`src/hw/rtl/box_blur_3x3_edge_aware_macros.svh`:
```
// Assertion macros shared by the blur block.
`ifndef BOX_BLUR_3X3_EDGE_AWARE_MACROS_SVH
`define BOX_BLUR_3X3_EDGE_AWARE_MACROS_SVH

// Same-cycle implication, checked out of reset.
`define BB3_ASSERT_NOW(label, ante, cons, msg) \
  label: assert property (@(posedge clk_i) disable iff (!rst_ni) (ante) |-> (cons)) \
    else $error(msg);

// Next-cycle implication, checked out of reset.
`define BB3_ASSERT_NEXT(label, ante, cons, msg) \
  label: assert property (@(posedge clk_i) disable iff (!rst_ni) (ante) |=> (cons)) \
    else $error(msg);

`endif

```
`src/hw/rtl/bb3_pkg.sv`:
```
// Types, constants and helpers shared by the blur block.
package bb3_pkg;

  localparam int MAX_WIDTH    = 1024;
  localparam int MAX_HEIGHT   = 4095;
  localparam int COL_W        = $clog2(MAX_WIDTH);
  localparam int ROW_W        = 12;
  localparam int CFG_WIDTH_W  = 11;
  localparam int CFG_HEIGHT_W = 12;
  localparam int CFG_DATA_W   = 12;
  localparam int CFG_IDX_W    = 1;
  localparam int CHAN_W       = 8;
  localparam int NUM_CHAN     = 3;
  localparam int PIX_W        = NUM_CHAN * CHAN_W;
  localparam int NUM_LINES    = 3;
  localparam int SLOT_W       = 2;
  localparam int SUM_W        = 12;
  localparam int CNT_W        = 4;
  localparam int NUM_W        = SUM_W + 1;
  localparam int DEN_W        = CNT_W + 1;
  localparam int DIV_STEPS    = NUM_W;
  localparam int ITER_W       = $clog2(DIV_STEPS);

  typedef logic [SLOT_W-1:0] slot_t;

  typedef enum logic {
    OP_PIXEL = 1'b0,
    OP_FLUSH = 1'b1
  } op_e;

  typedef enum logic [CFG_IDX_W-1:0] {
    REG_IMAGE_WIDTH  = 1'b0,
    REG_IMAGE_HEIGHT = 1'b1
  } cfg_reg_e;

  typedef enum logic [1:0] {
    COL_LEFT  = 2'd0,
    COL_MID   = 2'd1,
    COL_RIGHT = 2'd2
  } col_sel_e;

  typedef enum logic [3:0] {
    ST_IDLE,
    ST_EVAL,
    ST_RD0,
    ST_RD1,
    ST_RD2,
    ST_RD3,
    ST_LOAD,
    ST_DIV,
    ST_OUT
  } state_e;

  typedef struct packed {
    op_e               op;
    logic [CHAN_W-1:0] red;
    logic [CHAN_W-1:0] green;
    logic [CHAN_W-1:0] blue;
  } pix_in_t;

  typedef struct packed {
    logic [CHAN_W-1:0] out_red;
    logic [CHAN_W-1:0] out_green;
    logic [CHAN_W-1:0] out_blue;
    logic              frame_last;
  } pix_out_t;

  typedef struct packed {
    logic     latch;
    logic     eval;
    col_sel_e rd_col;
    logic     acc_en;
    col_sel_e acc_col;
    logic     div_load;
    logic     div_step;
    logic     out_load;
  } ctrl_cmd_t;

  typedef struct packed {
    logic emit;
    logic div_last;
    logic out_free;
  } dp_status_t;

  function automatic slot_t slot_inc(slot_t s);
    slot_t r;
    r = (s == slot_t'(NUM_LINES - 1)) ? slot_t'(0) : s + slot_t'(1);
    return r;
  endfunction

  function automatic slot_t slot_dec(slot_t s);
    slot_t r;
    r = (s == slot_t'(0)) ? slot_t'(NUM_LINES - 1) : s - slot_t'(1);
    return r;
  endfunction

endpackage

```
`src/hw/rtl/bb3_ctrl.sv`:
```
// Sequencer for one item: evaluate, read window, divide, emit.
module bb3_ctrl import bb3_pkg::*; (
  input  logic       clk_i,
  input  logic       rst_ni,
  input  logic       in_valid_i,
  output logic       in_ready_o,
  input  dp_status_t status_i,
  output ctrl_cmd_t  cmd_o
);

  state_e state_q, state_d;

  always_ff @(posedge clk_i or negedge rst_ni) begin
    if (!rst_ni) begin
      state_q <= ST_IDLE;
    end else begin
      state_q <= state_d;
    end
  end

  always_comb begin
    state_d = state_q;
    unique case (state_q)
      ST_IDLE: begin
        if (in_valid_i) state_d = ST_EVAL;
      end
      ST_EVAL: begin
        state_d = status_i.emit ? ST_RD0 : ST_IDLE;
      end
      ST_RD0:  state_d = ST_RD1;
      ST_RD1:  state_d = ST_RD2;
      ST_RD2:  state_d = ST_RD3;
      ST_RD3:  state_d = ST_LOAD;
      ST_LOAD: state_d = ST_DIV;
      ST_DIV: begin
        if (status_i.div_last) state_d = ST_OUT;
      end
      ST_OUT: begin
        if (status_i.out_free) state_d = ST_IDLE;
      end
      default: state_d = ST_IDLE;
    endcase
  end

  always_comb begin
    in_ready_o     = 1'b0;
    cmd_o          = '0;
    cmd_o.rd_col   = COL_LEFT;
    cmd_o.acc_col  = COL_LEFT;
    unique case (state_q)
      ST_IDLE: begin
        in_ready_o  = 1'b1;
        cmd_o.latch = in_valid_i;
      end
      ST_EVAL: cmd_o.eval = 1'b1;
      ST_RD0:  cmd_o.rd_col = COL_LEFT;
      ST_RD1: begin
        cmd_o.rd_col  = COL_MID;
        cmd_o.acc_en  = 1'b1;
        cmd_o.acc_col = COL_LEFT;
      end
      ST_RD2: begin
        cmd_o.rd_col  = COL_RIGHT;
        cmd_o.acc_en  = 1'b1;
        cmd_o.acc_col = COL_MID;
      end
      ST_RD3: begin
        cmd_o.acc_en  = 1'b1;
        cmd_o.acc_col = COL_RIGHT;
      end
      ST_LOAD: cmd_o.div_load = 1'b1;
      ST_DIV:  cmd_o.div_step = 1'b1;
      ST_OUT:  cmd_o.out_load = status_i.out_free;
      default: cmd_o = '0;
    endcase
  end

endmodule

```
`config.mk`:
```
export PLATFORM = sky130hd
export DESIGN_NAME = bb3_ctrl
export DESIGN_NICKNAME = d
export VERILOG_FILES = /design/src/hw/rtl/box_blur_3x3_edge_aware_macros.svh /design/src/hw/rtl/bb3_pkg.sv /design/src/hw/rtl/bb3_ctrl.sv
export SDC_FILE = /design/constraint.sdc
export NUM_CORES = 1
export LEC_CHECK = 0
export BUFFER_PORTS_ARGS = -buffer_cell sky130_fd_sc_hd__buf_2
export CORE_AREA = 2 2 39 41
export CTS_CLUSTER_SIZE = 10
export DETAILED_ROUTE_END_ITERATION = 8
export DIE_AREA = 0 0 41 43
export SYNTH_ARGS = -nofsm -noshare
export SYNTH_HDL_FRONTEND = slang
export SYNTH_SLANG_ARGS = --single-unit
```
`constraint.sdc`:
```
create_clock -name clk_i -period 3.95 [get_ports clk_i]
set_clock_uncertainty 0.15 [all_clocks]
set_input_delay 0.9875 -clock clk_i [delete_from_list [all_inputs] [get_ports clk_i]]
set_output_delay 0.9875 -clock clk_i [all_outputs]
set_load 0.02 [all_outputs]
```
* After elaboration in Yosys (flattened, before gate mapping)
Cells that the tools add are included.
** Word-level totals
- Output and inout bits :: 11
- Input bits :: 6
- Flip-flop bits (word level) :: 4
- Word-level logic and storage cells :: 27
** Operators by class
- Reduce and logical (&&, ||, !) cells :: 2
- Muxes and demuxes :: 13
- Eq/ne operators :: 11
** Operator list (number)
- $pmux 4 s9 :: 1
- $eq 4x3->1 const B :: 4
- $mux 4 :: 3
- $pmux 3 s3 :: 1
- $eq 4x2->1 const B :: 2
- $mux 1 :: 6
- $ne 2x2->1 const B :: 3
- $eq 4x1->1 const B :: 1
- $eq 4x4->1 const B :: 1
- $logic_not 4->1 :: 1
- $pmux 2 s2 :: 1
- $reduce_and 3->1 :: 1
- $mux 2 :: 1

* Depth between registers and ports, before layout
- Depth after elaboration :: 3
- Mapped depth :: 4
- Depth with buffers taken out :: 3

* Worst setup path after synthesis
No wires, ideal clock.
- Kind :: register -> output
- From :: register state_q[0]
- To :: output port cmd_o[9] (netlist bit)
- Arrival :: 1594 ps
- Slack :: 1219 ps
- Data required time :: 2812 ps
- Buffers on the path :: 1
- Cell stages (with the launch flop) :: 4
- Cells stage by stage :: dfrtp_1 buf_2 nor4_1 and2_1
** RTL lines
- start, declared :: RTL line bb3_ctrl.sv:11 : state_e state_q, state_d;
- start signal, assigned :: RTL line bb3_ctrl.sv:17 : state_q <= state_d;
- end, declared :: RTL line bb3_ctrl.sv:8 : output ctrl_cmd_t cmd_o

==> impl_metrics.tcl <==
set metrics [dict create \
    syn_nets 43 \
    setup.worst_path.class "flip-flop to output port" \
    synth_top_area_frac 0.338 \
    ios 17 \
    clockRootBuffer "clkbuf_4" \
    ys_warn_count 0 \
    dp.cells 65 \
    vias_per_cell 4.24 \
    yosys-top-cells-count "5 x nor2_1, 5 x nor3_1, 4 x dfrtp_1, 3 x a21oi_1, 3 x buf_2" \
    regMostFlops "state_q" \
    area_growth_pct 32.5 \
    h-tree-depth 1 \
    p_total_mw 0.351 \
    cts_hold_buf 0 \
    startpoint_type "flip-flop" \
    die_area_um2 1760 \
    final_antenna_net_count 0 \
    cp_slowest_cell "or4b_4" \
    port_buffers 16 \
    async_flop_share 1.00 \
    grt_start_max_net_pins 12 \
    min_period_ns 2.67 \
    synth_cell_type_count 18 \
    worstMarginPinSlew_ns 0.312 \
    drt-total-wl_um 674 \
    largest_reg_flops 4 \
    seq_area_frac_synth 0.338 \
    peakVddDrop_mv 0.280 \
    cts_setup_buffers 0 \
    core-area_um2 1380 \
    clock-sinks 4 \
    final_hold_viol_count 0 \
    relSlewSlack 0.792 \
    hold_path_class "input pin to asynchronous set/reset pin" \
    drive_above_1_share 0.423 \
    ys_ff_latch 4 \
    num_rows 14 \
    routabilityCongestion 0.756 \
    dieWidth_um 41 \
    n_antenna_cell 0 \
    vias 288 \
    fillerInstances 155 \
    cap_violations 0 \
    max_stage_delay_ns 0.58 \
    path_max_fanout 10 \
    drc 0 \
    yosysTopAreaCell "dfrtp_1" \
    crit_chain "or4b_4 -> nor2_1 -> buf_2" \
    netlist_instances 37 \
    placed_cell_area_um2 370 \
    synth.area.top_cells "dfrtp_1 34%, nor3_1 8.4%, nor2_1 6.3%, a21oi_1 5.1%, buf_2 5.1%" \
    final_cells 68 \
    cts_buffers 3 \
    p_leak_nw 0.204 \
    grt_overflow 0 \
    synth_edf_count 0 \
    antenna_found_initial 0 \
    run_status "finished clean" \
    fmax_mhz 375 \
    grt_pass1_wl_um 1120 \
    worstSkewPairLatency_ns 0.23 \
    synthFlopType "dfrtp_1" \
    rsz0062_at_grt "no" \
    finalSetupTns_ns 0 \
    first_pass_iters 3 \
    grtUsageTotal 0.0960 \
    num-nets-final 60 \
    pwr_density_cell_nw_per_um2 893 \
    synth_area_per_cell_um2 8.01 \
    fin_util 0.284 \
    setup_viol 0 \
    initial_core_util 0.214 \
    reg.largest.list "state_q (4)" \
    worstPathRequired_ns 2.81 \
    tritoncts "done" \
    critPathArrivalTime_ns 1.53 \
    drtIter0Drc 3 \
    clk_pin_slew_worst_paths_ns 0.04 \
    end_kind "output port" \
    fin_area_um2 393 \
    fin_crit_sh 0.676 \
    cts_resized 0 \
    cts_buffer_depth 2 \
    synthesis.area_um2 297 \
    fp.dieH_um 43 \
    routedWlPerCell_um 9.91 \
    grt_pass1_vias 274 \
    slew_viol_final 0 \
]
==> per-stage QoR <==
stage | hold slack [ns] | worst slack (ns)
after CTS | 0.393 | 1.27
after global placement | 0.440 | 1.45
after global routing | 0.382 | 1.18
after detailed placement | 0.440 | 1.45
after floorplan | 0.388 | 1.22
final | 0.398 | 1.28
==> layout by cell type (no fill, tap or decap) <==
master     count
nor3b_1        1
nor2_1         5
o2bb2ai_2      1
nand2b_1       2
o21ai_0        2
or4b_4         1
nor4_1         1
mux2_2         1
nor2b_1        1
inv_1          2
clkbuf_4       3
dfrtp_1        4
and2_1         1
nor3_1         5
nand2_1        2
buf_2         16
a21oi_1        3
o21bai_1       1
==> critical path, delay by kind of cell, from the launching register on <==
kind                   cells  cell delay, ns
flip-flops                 1            0.46
AND/OR/NAND/NOR            2            0.67
buffers and inverters      1            0.17
==> report_power, final <==
group	switching (mW)	internal (mW)	total, mW
logic	0.119	0.0782	0.197
registers	0.0442	0.0596	0.104
clock network	0.0158	0.0339	0.0498
==> area by class of cell <==
class | count | area (um2) | area share
repair buffers | 16 | 80.1 | 0.204
flip-flops and latches | 4 | 100 | 0.255
clock buffers | 3 | 22.5 | 0.0573
multi-input cells | 27 | 163 | 0.414
inverters | 2 | 7.51 | 0.0191
well taps | 16 | 20.0 | 0.0510
==> logic make-up (layout without fill, tap and decap cells) <==
group | count (synthesis) | after routing | share of synthesized area
AOI/OAI and AO/OA | 7 | 7 | 0.160
buffers and inverters | 6 | 21 | 0.114
DFF | 4 | 4 | 0.338
muxes | 1 | 1 | 0.0380
and+or+nand+nor | 19 | 19 | 0.350
==> metal layers <==
layer  global-route usage  up-vias  wire length [um]
met5                    0        -                 0
met4               0.0600        0                 0
met3               0.0314        0                21
met2                0.131        7               322
met1                0.125      125               330
li1                     -      156                 -
==> path summary, 6_finish.rpt <==
path	start	to	slack (ns)	depth (start not counted)
worst max-delay path	state_q[1]$_DFFE_PN0P_	cmd_o[0]	1.28	3
max in group asynchronous	rst_ni	state_q[2]$_DFFE_PN0P_	3.13	1
worst min-delay path	rst_ni	state_q[0]$_DFFE_PN0P_	0.40	1
worst max register to register	state_q[1]$_DFFE_PN0P_	state_q[3]$_DFFE_PN0P_	2.53	2
min in group clk_i	state_q[3]$_DFFE_PN0P_	state_q[0]$_DFFE_PN0P_	0.46	1
worst min register to register	state_q[3]$_DFFE_PN0P_	state_q[0]$_DFFE_PN0P_	0.46	1
No activity file was read; power rests on OpenSTA's default activity.
